**src/pnk_pkg.sv**
```systemverilog
// ----------------------------------------------------------------------------
// pnk_pkg
// Shared types, sizes and constants of the pink noise generator.
// ----------------------------------------------------------------------------
package pnk_pkg;

  // Generator geometry
  localparam int NUM_ROWS    = 20;
  localparam int RANDOM_BITS = 24;

  // Field widths
  localparam int GAIN_W   = 16;
  localparam int SAMPLE_W = 24;
  localparam int SEED_W   = 32;
  localparam int LCG_W    = 32;
  localparam int DATA_W   = 32;
  localparam int ADDR_W   = 3;

  // Register map
  localparam logic ADDR_STORED_AMP = 1'b0;
  localparam logic ADDR_SEED       = 1'b1;
  localparam logic [GAIN_W-1:0] STORED_AMP_RESET = 16'd16384;
  localparam logic [SEED_W-1:0] SEED_RESET       = 32'd0;

  // LCG
  localparam logic [LCG_W-1:0] LCG_MUL = 32'd196314165;
  localparam logic [LCG_W-1:0] LCG_ADD = 32'd907633515;

  // Row storage and sums
  localparam int TZ_W    = (NUM_ROWS > 1) ? $clog2(NUM_ROWS) : 1;
  localparam int SUM_W   = RANDOM_BITS + $clog2(NUM_ROWS);
  localparam int TOTAL_W = SUM_W + 1;

  // Shared multiplier
  localparam int MUL_W  = (TOTAL_W > 33) ? TOTAL_W : 33;
  localparam int PROD_W = 2 * MUL_W;

  // Scaling: total * g * 2^(24-RANDOM_BITS) / 2^14, then / (NUM_ROWS+1)
  localparam int SCALE_L = (RANDOM_BITS < 10) ? (10 - RANDOM_BITS) : 0;
  localparam int SCALE_R = (RANDOM_BITS > 10) ? (RANDOM_BITS - 10) : 0;
  localparam int DIVISOR = NUM_ROWS + 1;
  localparam longint SAT_SPAN = longint'(DIVISOR) * (longint'(1) << (SAMPLE_W - 1));
  localparam int U_W = $clog2(2 * SAT_SPAN);
  localparam int RECIP_SHIFT = 32;
  localparam longint RECIP = (longint'(1) << RECIP_SHIFT) / DIVISOR;
  localparam int Q_W = SAMPLE_W + 1;

  localparam logic [SAMPLE_W-1:0] SAMPLE_MAX = 24'h7FFFFF;
  localparam logic [SAMPLE_W-1:0] SAMPLE_MIN = 24'h800000;

  // Command queue
  localparam int QUEUE_DEPTH = 2;
  localparam int QPTR_W = (QUEUE_DEPTH > 1) ? $clog2(QUEUE_DEPTH) : 1;
  localparam int QCNT_W = $clog2(QUEUE_DEPTH + 1);

  // Channel beats
  typedef struct packed {
    logic              restart;
    logic              use_stored_amp;
    logic [GAIN_W-1:0] gain;
  } pnk_in_t;

  typedef struct packed {
    logic signed [SAMPLE_W-1:0] sample;
    logic                       clipped;
  } pnk_out_t;

  // Classified command handed from front to back
  typedef struct packed {
    logic              restart;
    logic [GAIN_W-1:0] gain;
  } pnk_cmd_t;

  // Back-end sequencer
  typedef enum logic [2:0] {
    BK_IDLE,
    BK_ROW,
    BK_WMUL,
    BK_WHITE,
    BK_SMUL,
    BK_SAT,
    BK_RMUL,
    BK_FIX
  } pnk_back_state_t;

  // Row picked by an index: its count of trailing zeros, capped at the top row
  function automatic logic [TZ_W-1:0] trailing_zeros(input logic [NUM_ROWS-1:0] n);
    logic [TZ_W-1:0] tz;
    tz = TZ_W'(NUM_ROWS - 1);
    for (int i = NUM_ROWS - 1; i >= 0; i--) begin
      if (n[i]) begin
        tz = TZ_W'(i);
      end
    end
    return tz;
  endfunction

endpackage

```
**src/pink_noise_generator.sv**
```systemverilog
// ----------------------------------------------------------------------------
// pink_noise_generator
// Voss-McCartney pink noise source in fixed point, one sample per sample request.
// ----------------------------------------------------------------------------
// Usage:
//   Input channel (in_valid/in_stall/in_data): each beat is a request. A
//   restart beat clears the 20 rows, the running sum and the row index and
//   reloads the LCG from the seed register; it gives no result. Any other
//   beat gives exactly one output beat (sample, clipped) scaled by its own
//   gain or by stored_amp.
//   The back end takes one command at a time. A sample runs through the
//   states IDLE, ROW (skipped when the row index wraps), WMUL, WHITE, SMUL,
//   SAT, RMUL and FIX; a restart is done in IDLE. The shared multiplier is
//   used for the row random value, the white value, the gain and the 1/21
//   reciprocal.
//   A 2-entry command queue lets requests be taken while the back end works
//   or while a finished sample waits in the output register.
//   Reset: stored_amp = 1.0 (Q2.14), seed = 0, LCG = 0, rows, sum, index 0.
//   Receiver stall: out_data holds; the back end waits with the next sample
//   and the queue fills, after which in_stall rises.
//   Registers over APB: stored_amp at 0x0, seed at 0x4; pready is always high.
// ----------------------------------------------------------------------------
module pink_noise_generator (
  input  logic                         clk,
  input  logic                         rst,
  input  logic                         in_valid,
  output logic                         in_stall,
  input  pnk_pkg::pnk_in_t             in_data,
  output logic                         out_valid,
  input  logic                         out_stall,
  output pnk_pkg::pnk_out_t            out_data,
  input  logic                         psel,
  input  logic                         penable,
  input  logic                         pwrite,
  input  logic [pnk_pkg::ADDR_W-1:0]   paddr,
  input  logic [pnk_pkg::DATA_W-1:0]   pwdata,
  output logic [pnk_pkg::DATA_W-1:0]   prdata,
  output logic                         pready
);

  logic                       q_push;
  logic                       q_full;
  logic                       q_pop;
  logic                       q_empty;
  pnk_pkg::pnk_cmd_t          q_in;
  pnk_pkg::pnk_cmd_t          q_out;
  logic [pnk_pkg::SEED_W-1:0] seed;

  pnk_front u_front (
    .clk      (clk),
    .rst      (rst),
    .in_valid (in_valid),
    .in_stall (in_stall),
    .in_data  (in_data),
    .psel     (psel),
    .penable  (penable),
    .pwrite   (pwrite),
    .paddr    (paddr),
    .pwdata   (pwdata),
    .prdata   (prdata),
    .pready   (pready),
    .q_full   (q_full),
    .q_push   (q_push),
    .q_data   (q_in),
    .seed     (seed)
  );

  pnk_fifo u_fifo (
    .clk       (clk),
    .rst       (rst),
    .push      (q_push),
    .push_data (q_in),
    .full      (q_full),
    .pop       (q_pop),
    .pop_data  (q_out),
    .empty     (q_empty)
  );

  pnk_back u_back (
    .clk       (clk),
    .rst       (rst),
    .q_empty   (q_empty),
    .q_data    (q_out),
    .q_pop     (q_pop),
    .seed      (seed),
    .out_valid (out_valid),
    .out_stall (out_stall),
    .out_data  (out_data)
  );

endmodule

```
**src/pnk_fifo.sv**
```systemverilog
// ----------------------------------------------------------------------------
// pnk_fifo
// Short command queue between the front and back ends.
// ----------------------------------------------------------------------------
module pnk_fifo (
  input  logic              clk,
  input  logic              rst,
  input  logic              push,
  input  pnk_pkg::pnk_cmd_t push_data,
  output logic              full,
  input  logic              pop,
  output pnk_pkg::pnk_cmd_t pop_data,
  output logic              empty
);

  pnk_pkg::pnk_cmd_t                 entries [pnk_pkg::QUEUE_DEPTH];
  logic [pnk_pkg::QPTR_W-1:0]        wr_ptr;
  logic [pnk_pkg::QPTR_W-1:0]        rd_ptr;
  logic [pnk_pkg::QCNT_W-1:0]        count;
  logic                              do_push;
  logic                              do_pop;

  assign full     = (count == pnk_pkg::QCNT_W'(pnk_pkg::QUEUE_DEPTH));
  assign empty    = (count == '0);
  assign do_push  = push && !full;
  assign do_pop   = pop && !empty;
  assign pop_data = entries[rd_ptr];

  // Advance pointers and occupancy
  always_ff @(posedge clk) begin
    if (rst) begin
      wr_ptr <= '0;
      rd_ptr <= '0;
      count  <= '0;
    end else begin
      if (do_push) begin
        wr_ptr <= (wr_ptr == pnk_pkg::QPTR_W'(pnk_pkg::QUEUE_DEPTH - 1)) ? '0 : wr_ptr + 1'b1;
      end
      if (do_pop) begin
        rd_ptr <= (rd_ptr == pnk_pkg::QPTR_W'(pnk_pkg::QUEUE_DEPTH - 1)) ? '0 : rd_ptr + 1'b1;
      end
      case ({do_push, do_pop})
        2'b10:   count <= count + 1'b1;
        2'b01:   count <= count - 1'b1;
        default: count <= count;
      endcase
    end
  end

  // Store the incoming beat
  always_ff @(posedge clk) begin
    if (do_push) begin
      entries[wr_ptr] <= push_data;
    end
  end

endmodule

```
**src/pnk_front.sv**
```systemverilog
// ----------------------------------------------------------------------------
// pnk_front
// Register file and input side: takes request beats, resolves the gain and
// queues a command for the back end.
// ----------------------------------------------------------------------------
module pnk_front (
  input  logic                         clk,
  input  logic                         rst,
  input  logic                         in_valid,
  output logic                         in_stall,
  input  pnk_pkg::pnk_in_t             in_data,
  input  logic                         psel,
  input  logic                         penable,
  input  logic                         pwrite,
  input  logic [pnk_pkg::ADDR_W-1:0]   paddr,
  input  logic [pnk_pkg::DATA_W-1:0]   pwdata,
  output logic [pnk_pkg::DATA_W-1:0]   prdata,
  output logic                         pready,
  input  logic                         q_full,
  output logic                         q_push,
  output pnk_pkg::pnk_cmd_t            q_data,
  output logic [pnk_pkg::SEED_W-1:0]   seed
);

  logic [pnk_pkg::GAIN_W-1:0] stored_amp;
  logic                       cfg_write;

  assign pready    = 1'b1;
  assign cfg_write = psel && penable && pwrite;

  // Write configuration; only paddr[2] selects the register, low address bits are ignored
  always_ff @(posedge clk) begin
    if (rst) begin
      stored_amp <= pnk_pkg::STORED_AMP_RESET;
      seed       <= pnk_pkg::SEED_RESET;
    end else if (cfg_write) begin
      case (paddr[2])
        pnk_pkg::ADDR_STORED_AMP: stored_amp <= pwdata[pnk_pkg::GAIN_W-1:0];
        pnk_pkg::ADDR_SEED:       seed       <= pwdata[pnk_pkg::SEED_W-1:0];
        default:                  seed       <= seed;
      endcase
    end
  end

  // Read back
  always_comb begin
    case (paddr[2])
      pnk_pkg::ADDR_STORED_AMP: prdata = pnk_pkg::DATA_W'(stored_amp);
      pnk_pkg::ADDR_SEED:       prdata = pnk_pkg::DATA_W'(seed);
      default:                  prdata = '0;
    endcase
  end

  // Classify the beat and pick its gain
  assign in_stall       = q_full;
  assign q_push         = in_valid && !q_full;
  assign q_data.restart = in_data.restart;
  assign q_data.gain    = in_data.use_stored_amp ? stored_amp : in_data.gain;

endmodule

```
**src/pnk_mul.sv**
```systemverilog
// ----------------------------------------------------------------------------
// pnk_mul
// Shared signed multiplier with a registered product.
// ----------------------------------------------------------------------------
module pnk_mul (
  input  logic                               clk,
  input  logic signed [pnk_pkg::MUL_W-1:0]   a,
  input  logic signed [pnk_pkg::MUL_W-1:0]   b,
  output logic signed [pnk_pkg::PROD_W-1:0]  prod
);

  // Register the full product
  always_ff @(posedge clk) begin
    prod <= a * b;
  end

endmodule

```
**src/pnk_back.sv**
```systemverilog
// ----------------------------------------------------------------------------
// pnk_back
// Generator back end: LCG, row bank, running sum, scaling by gain and by
// 1/(rows+1) with saturation, and the output register.
// ----------------------------------------------------------------------------
module pnk_back (
  input  logic                         clk,
  input  logic                         rst,
  input  logic                         q_empty,
  input  pnk_pkg::pnk_cmd_t            q_data,
  output logic                         q_pop,
  input  logic [pnk_pkg::SEED_W-1:0]   seed,
  output logic                         out_valid,
  input  logic                         out_stall,
  output pnk_pkg::pnk_out_t            out_data
);

  pnk_pkg::pnk_back_state_t state;
  pnk_pkg::pnk_back_state_t state_next;

  // Generator state
  logic [pnk_pkg::LCG_W-1:0]                   lcg;
  logic [pnk_pkg::NUM_ROWS-1:0]                row_index;
  logic signed [pnk_pkg::RANDOM_BITS-1:0]      rows [pnk_pkg::NUM_ROWS];
  logic signed [pnk_pkg::SUM_W-1:0]            sum;

  // Per-sample working registers
  logic [pnk_pkg::TZ_W-1:0]                    tz;
  logic [pnk_pkg::GAIN_W-1:0]                  gain_q;
  logic signed [pnk_pkg::TOTAL_W-1:0]          total;
  logic                                        clip_q;
  logic [pnk_pkg::SAMPLE_W-1:0]                sat_q;
  logic [pnk_pkg::U_W-1:0]                     u_q;

  // Datapath
  logic signed [pnk_pkg::MUL_W-1:0]            mul_a;
  logic signed [pnk_pkg::MUL_W-1:0]            mul_b;
  logic signed [pnk_pkg::PROD_W-1:0]           prod;
  logic [pnk_pkg::NUM_ROWS-1:0]                idx_inc;
  logic [pnk_pkg::LCG_W-1:0]                   lcg_new;
  logic signed [pnk_pkg::RANDOM_BITS-1:0]      rnd;
  logic signed [pnk_pkg::PROD_W-1:0]           scaled;
  logic                                        over_hi;
  logic                                        over_lo;
  logic [pnk_pkg::Q_W-1:0]                     q0;
  logic [pnk_pkg::U_W-1:0]                     q0_times_div;
  logic [pnk_pkg::U_W-1:0]                     rem;
  logic [pnk_pkg::Q_W-1:0]                     quot;
  logic [pnk_pkg::SAMPLE_W-1:0]                fix_sample;
  logic                                        out_free;

  pnk_mul u_mul (
    .clk  (clk),
    .a    (mul_a),
    .b    (mul_b),
    .prod (prod)
  );

  assign out_free = !out_valid || !out_stall;
  assign idx_inc  = row_index + 1'b1;

  // New LCG value and its signed top bits
  assign lcg_new = prod[pnk_pkg::LCG_W-1:0] + pnk_pkg::LCG_ADD;
  assign rnd     = lcg_new[pnk_pkg::LCG_W-1 -: pnk_pkg::RANDOM_BITS];

  // Scale by 2^(24-RANDOM_BITS)/2^14 with floor, then range check
  assign scaled  = (prod <<< pnk_pkg::SCALE_L) >>> pnk_pkg::SCALE_R;
  assign over_hi = scaled >= pnk_pkg::PROD_W'(pnk_pkg::SAT_SPAN);
  assign over_lo = scaled < pnk_pkg::PROD_W'(-pnk_pkg::SAT_SPAN);

  // Quotient by reciprocal, then one correction step
  assign q0           = prod[pnk_pkg::RECIP_SHIFT +: pnk_pkg::Q_W];
  assign q0_times_div = pnk_pkg::U_W'(q0) * pnk_pkg::U_W'(pnk_pkg::DIVISOR);
  assign rem          = u_q - q0_times_div;
  assign quot         = (rem >= pnk_pkg::U_W'(pnk_pkg::DIVISOR)) ? q0 + 1'b1 : q0;
  // Remove the offset of the biased dividend
  assign fix_sample   = {~quot[pnk_pkg::SAMPLE_W-1], quot[pnk_pkg::SAMPLE_W-2:0]};

  // Sequence one command
  always_comb begin
    state_next = state;
    q_pop      = 1'b0;
    mul_a      = '0;
    mul_b      = '0;
    case (state)
      pnk_pkg::BK_IDLE: begin
        mul_a = pnk_pkg::MUL_W'(lcg);
        mul_b = pnk_pkg::MUL_W'(pnk_pkg::LCG_MUL);
        if (!q_empty) begin
          q_pop = 1'b1;
          if (q_data.restart) begin
            state_next = pnk_pkg::BK_IDLE;
          end else if (idx_inc != '0) begin
            state_next = pnk_pkg::BK_ROW;
          end else begin
            state_next = pnk_pkg::BK_WMUL;
          end
        end
      end
      pnk_pkg::BK_ROW: begin
        state_next = pnk_pkg::BK_WMUL;
      end
      pnk_pkg::BK_WMUL: begin
        mul_a      = pnk_pkg::MUL_W'(lcg);
        mul_b      = pnk_pkg::MUL_W'(pnk_pkg::LCG_MUL);
        state_next = pnk_pkg::BK_WHITE;
      end
      pnk_pkg::BK_WHITE: begin
        state_next = pnk_pkg::BK_SMUL;
      end
      pnk_pkg::BK_SMUL: begin
        mul_a      = pnk_pkg::MUL_W'(total);
        mul_b      = pnk_pkg::MUL_W'(gain_q);
        state_next = pnk_pkg::BK_SAT;
      end
      pnk_pkg::BK_SAT: begin
        state_next = pnk_pkg::BK_RMUL;
      end
      pnk_pkg::BK_RMUL: begin
        mul_a      = pnk_pkg::MUL_W'(u_q);
        mul_b      = pnk_pkg::MUL_W'(pnk_pkg::RECIP);
        state_next = pnk_pkg::BK_FIX;
      end
      pnk_pkg::BK_FIX: begin
        // Hold the reciprocal product while the result side stalls
        mul_a = pnk_pkg::MUL_W'(u_q);
        mul_b = pnk_pkg::MUL_W'(pnk_pkg::RECIP);
        if (out_free) begin
          state_next = pnk_pkg::BK_IDLE;
        end
      end
      default: begin
        state_next = pnk_pkg::BK_IDLE;
      end
    endcase
  end

  // Hold state, generator and output handshake
  always_ff @(posedge clk) begin
    if (rst) begin
      state     <= pnk_pkg::BK_IDLE;
      lcg       <= pnk_pkg::SEED_RESET;
      row_index <= '0;
      sum       <= '0;
      out_valid <= 1'b0;
      for (int i = 0; i < pnk_pkg::NUM_ROWS; i++) begin
        rows[i] <= '0;
      end
    end else begin
      state <= state_next;
      case (state)
        pnk_pkg::BK_IDLE: begin
          if (!q_empty) begin
            if (q_data.restart) begin
              lcg       <= seed;
              row_index <= '0;
              sum       <= '0;
              for (int i = 0; i < pnk_pkg::NUM_ROWS; i++) begin
                rows[i] <= '0;
              end
            end else begin
              row_index <= idx_inc;
            end
          end
        end
        pnk_pkg::BK_ROW: begin
          lcg      <= lcg_new;
          rows[tz] <= rnd;
          sum      <= sum + pnk_pkg::SUM_W'(rnd) - pnk_pkg::SUM_W'(rows[tz]);
        end
        pnk_pkg::BK_WHITE: begin
          lcg <= lcg_new;
        end
        default: begin
          lcg <= lcg;
        end
      endcase
      // Load a finished sample, drop a taken one
      if (state == pnk_pkg::BK_FIX && out_free) begin
        out_valid <= 1'b1;
      end else if (!out_stall) begin
        out_valid <= 1'b0;
      end
    end
  end

  // Working registers, no reset needed
  always_ff @(posedge clk) begin
    case (state)
      pnk_pkg::BK_IDLE: begin
        tz     <= pnk_pkg::trailing_zeros(idx_inc);
        gain_q <= q_data.gain;
      end
      pnk_pkg::BK_WHITE: begin
        total <= pnk_pkg::TOTAL_W'(sum) + pnk_pkg::TOTAL_W'(rnd);
      end
      pnk_pkg::BK_SAT: begin
        clip_q <= over_hi || over_lo;
        sat_q  <= over_hi ? pnk_pkg::SAMPLE_MAX : pnk_pkg::SAMPLE_MIN;
        u_q    <= pnk_pkg::U_W'(scaled + pnk_pkg::PROD_W'(pnk_pkg::SAT_SPAN));
      end
      pnk_pkg::BK_FIX: begin
        if (out_free) begin
          out_data.sample  <= clip_q ? sat_q : fix_sample;
          out_data.clipped <= clip_q;
        end
      end
      default: begin
        tz <= tz;
      end
    endcase
  end

endmodule

```
**config.mk**
```make
export PLATFORM = sky130hd
export DESIGN_NAME = pink_noise_generator
export DESIGN_NICKNAME = d
export VERILOG_FILES = /design/src/pnk_pkg.sv /design/src/pink_noise_generator.sv /design/src/pnk_fifo.sv /design/src/pnk_front.sv /design/src/pnk_mul.sv /design/src/pnk_back.sv
export SDC_FILE = /design/constraint.sdc
export NUM_CORES = 2
export LEC_CHECK = 0
export ABC_AREA = 1
export BUFFER_PORTS_ARGS = -buffer_cell sky130_fd_sc_hd__clkbuf_2
export CORE_MARGIN = 2
export CORE_UTILIZATION = 45
export DETAILED_ROUTE_END_ITERATION = 6
export GPL_TIMING_DRIVEN = 0
export HOLD_SLACK_MARGIN = 0.02
export PLACE_DENSITY = 0.57
export SLEW_MARGIN = 15
export SYNTH_ARGS = -nofsm -noshare
export SYNTH_HDL_FRONTEND = slang
export SYNTH_SLANG_ARGS = --single-unit
```
**constraint.sdc**
```tcl
create_clock -name clk -period 13.72 [get_ports clk]
set_input_delay 2.744 -clock clk [delete_from_list [all_inputs] [get_ports clk]]
set_output_delay 2.744 -clock clk [all_outputs]
set_load 0.02 [all_outputs]
```
==> flow_summary.json <==
{
  "synth_edf_count": 910,
  "status": "finished clean",
  "insertion_delay_ns": 0.87,
  "antenna_found_initial": 9,
  "gp_congestion": 1.04,
  "wire_per_inst_um": 30.0,
  "fin_ws_ns": 2.15,
  "cts_tree": "done",
  "fin_crit_ns": 11.57,
  "io-pin-count": 120,
  "drv_cap": 0,
  "nNetsFinal": 10100,
  "die_x_um": 431,
  "clock-sinks": 1110,
  "syn_area_per_cell_um2": 9.79,
  "ys_types": 73,
  "port_buffers": 116,
  "vias": 63900,
  "mostFrequentLayoutCell": "inv_1",
  "cp.required_ns": 14.34,
  "crit_slowest_cell": "clkbuf_1",
  "vias_per_cell": 5.73,
  "post-route-period-util_pct": 84.3,
  "final_cell_mix": "inv_1, nor2_1, nand2_1",
  "rows": 156,
  "grt_util_all_layers_pct": 36.0,
  "path_clk_slew_ns": 0.06,
  "hp-class": "flop to flop",
  "htree_levels": 3,
  "ctsResizeCount": 0,
  "setup_viol": 0,
  "end_kind": "flop",
  "hpwlAfterDp_um": 266000,
  "cts_inserted_buffers": 121,
  "fp.dieArea_um2": 186000,
  "drt-total-wl_um": 335000,
  "hold_violations": 0,
  "grt_max_degree": 31,
  "crit_type": "flop to flop",
  "worst-slew-pin-transition_ns": 1.43,
  "slew_headroom_pct": 4.62,
  "globalRoute.totalOverflow": 0,
  "drt_iter0_markers": 7558,
  "syn_inst": 8376,
  "critPathMaxStageDelay_ns": 0.88,
  "die_height_um": 431,
  "met1_length_um": 130000,
  "hold_buffers": 0,
  "cpLargestDelayFamily": "adder cells",
  "cp_common_cell": "fa_1",
  "wl_met3_um": 30600,
  "cts_max_path_buffers": 3,
  "path_max_fanout": 10,
  "ys_ff_latch": 1110,
  "place_ws_ns": 2.12,
  "dr_wl_met2_um": 148000,
  "top_layer": "met5",
  "postCtsSetupRepairBufs": 0,
  "synth_seq_area_share_pct": 38.2,
  "arrival_ns": 12.19,
  "drive_above_1_share_pct": 6.38,
  "synthFlopType": "edfxtp_1",
  "drcViolationCount": 0,
  "grt_pass1_vias": 63600,
  "fillCellCount": 17000,
  "slew_viol_final": 0,
  "initial_utilization_pct": 45.3,
  "cts_root_buf": "clkbuf_16",
  "fmax_mhz": 86.5,
  "ant_nets": 0,
  "tns_ns": 0,
  "rsz0062_at_grt": "no",
  "drtPass1Iterations": 6,
  "instances_no_fill": 11200,
  "floorplan.core_area_um2": 181000,
  "grt_pass1_wl_um": 469000,
  "yosys_warnings": 0,
  "async_reset_ff_share_pct": 0,
  "area_delta_synth_final_pct": 10.8,
  "critPathLaunchType": "flop",
  "crit_buf_inv": 9,
  "dpl.cell_count": 10900,
  "final_util_pct": 50.2,
  "skew_ns": 0.114,
  "syn_area_um2": 82000
}
cells by family (layout without fill, tap and decap cells):
group / Yosys count / in the layout / synth area share, %
XOR/XNOR: 191 / 191 / 2.04
other: 2 / 23 / 0.00916
AO/OA/AOI/OAI: 1255 / 1255 / 9.77
flip-flops: 1110 / 1110 / 38.2
adder cells (fa/ha/maj): 1311 / 1311 / 28.2
buffers and inverters: 1861 / 2247 / 8.60
AND/OR/NAND/NOR: 2629 / 2629 / 12.9
multiplexers: 17 / 17 / 0.233
final timing paths:
path / startpoint / endpoint / slack [ns] / cells past startpoint
worst min register to register: u_fifo.rd_ptr / u_fifo.rd_ptr / 0.46 / 1
worst max register to register: u_back.state[2] / u_back.u_mul.prod[61] / 2.15 / 33
worst min-delay path: u_fifo.rd_ptr / u_fifo.rd_ptr / 0.46 / 1
worst max-delay path: u_back.state[2] / u_back.u_mul.prod[61] / 2.15 / 33
synthesized netlist by cell type (9+ instances only):
master	count	area [um2]
a2111o_1	19	214
a2111oi_0	18	158
a21boi_0	41	308
a21o_1	16	120
a21oi_1	382	1910
a21oi_2	9	78.8
a22o_1	16	140
a22oi_1	386	2900
a31oi_1	53	332
buf_1	13	48.8
buf_2	23	115
clkbuf_1	305	1140
dfxtp_1	200	4000
edfxtp_1	910	27300
fa_1	894	17900
ha_1	417	5220
inv_1	1495	5610
inv_2	12	45.0
mux2_2	17	191
nand2_1	1046	3930
nand2_2	10	62.6
nand3_1	104	521
nand4_1	65	407
nor2_1	1266	4750
nor2_2	10	62.6
nor3_1	43	215
nor4_1	24	150
o211ai_1	15	113
o21a_1	11	82.6
o21ai_0	217	1090
o21ai_1	18	90.1
or2_2	26	163
xnor2_1	62	543
xor2_1	129	1130
metrics by stage:
step | hold slack, ns | cell area [um2]
2_1_floorplan | 0.426 | 82100
3_3_place_gp | 0.435 | 85600
3_5_place_dp | 0.448 | 86700
4_1_cts | 0.457 | 90900
5_1_grt | 0.481 | 90900
6_report | 0.461 | 90900
per-layer routing:
metal,track usage [%],up-vias
met5,0,-
met4,22.9,4
met3,7.63,712
met2,54.9,3156
met1,46.6,32300
li1,-,27700
sequential cells by signal, indices dropped and copies added (netlist names), 3 cells and up, named ones only:
signal	cells
u_back.out_data	25
u_back.u_mul.prod	62
u_back.row_index	20
u_front.stored_amp	16
u_front.seed	32
u_back.u_q	29
u_back.total	30
u_back.sum	29
u_back.state	3
u_back.lcg	32
u_fifo.entries	34
u_back.tz	5
u_back.rows	768
u_back.gain_q	16
cell type report:
type                       count  area [um2]  share of cell area (%)
timing repair buffer         160        1310                    1.44
inverter                    1511        5670                    6.24
tap                         2370        2970                    3.26
clock inverter                71         928                    1.02
antenna                        1        2.50                 0.00275
clock buffer                 155        3200                    3.52
sequential                  1110       31300                    34.5
buffer                       350        1390                    1.53
multi-input combinational   5425       44100                    48.5
Power is left out: the tool's default activity adds up to more than one toggle a clock period on the data nets, which glitch-free logic cannot reach.
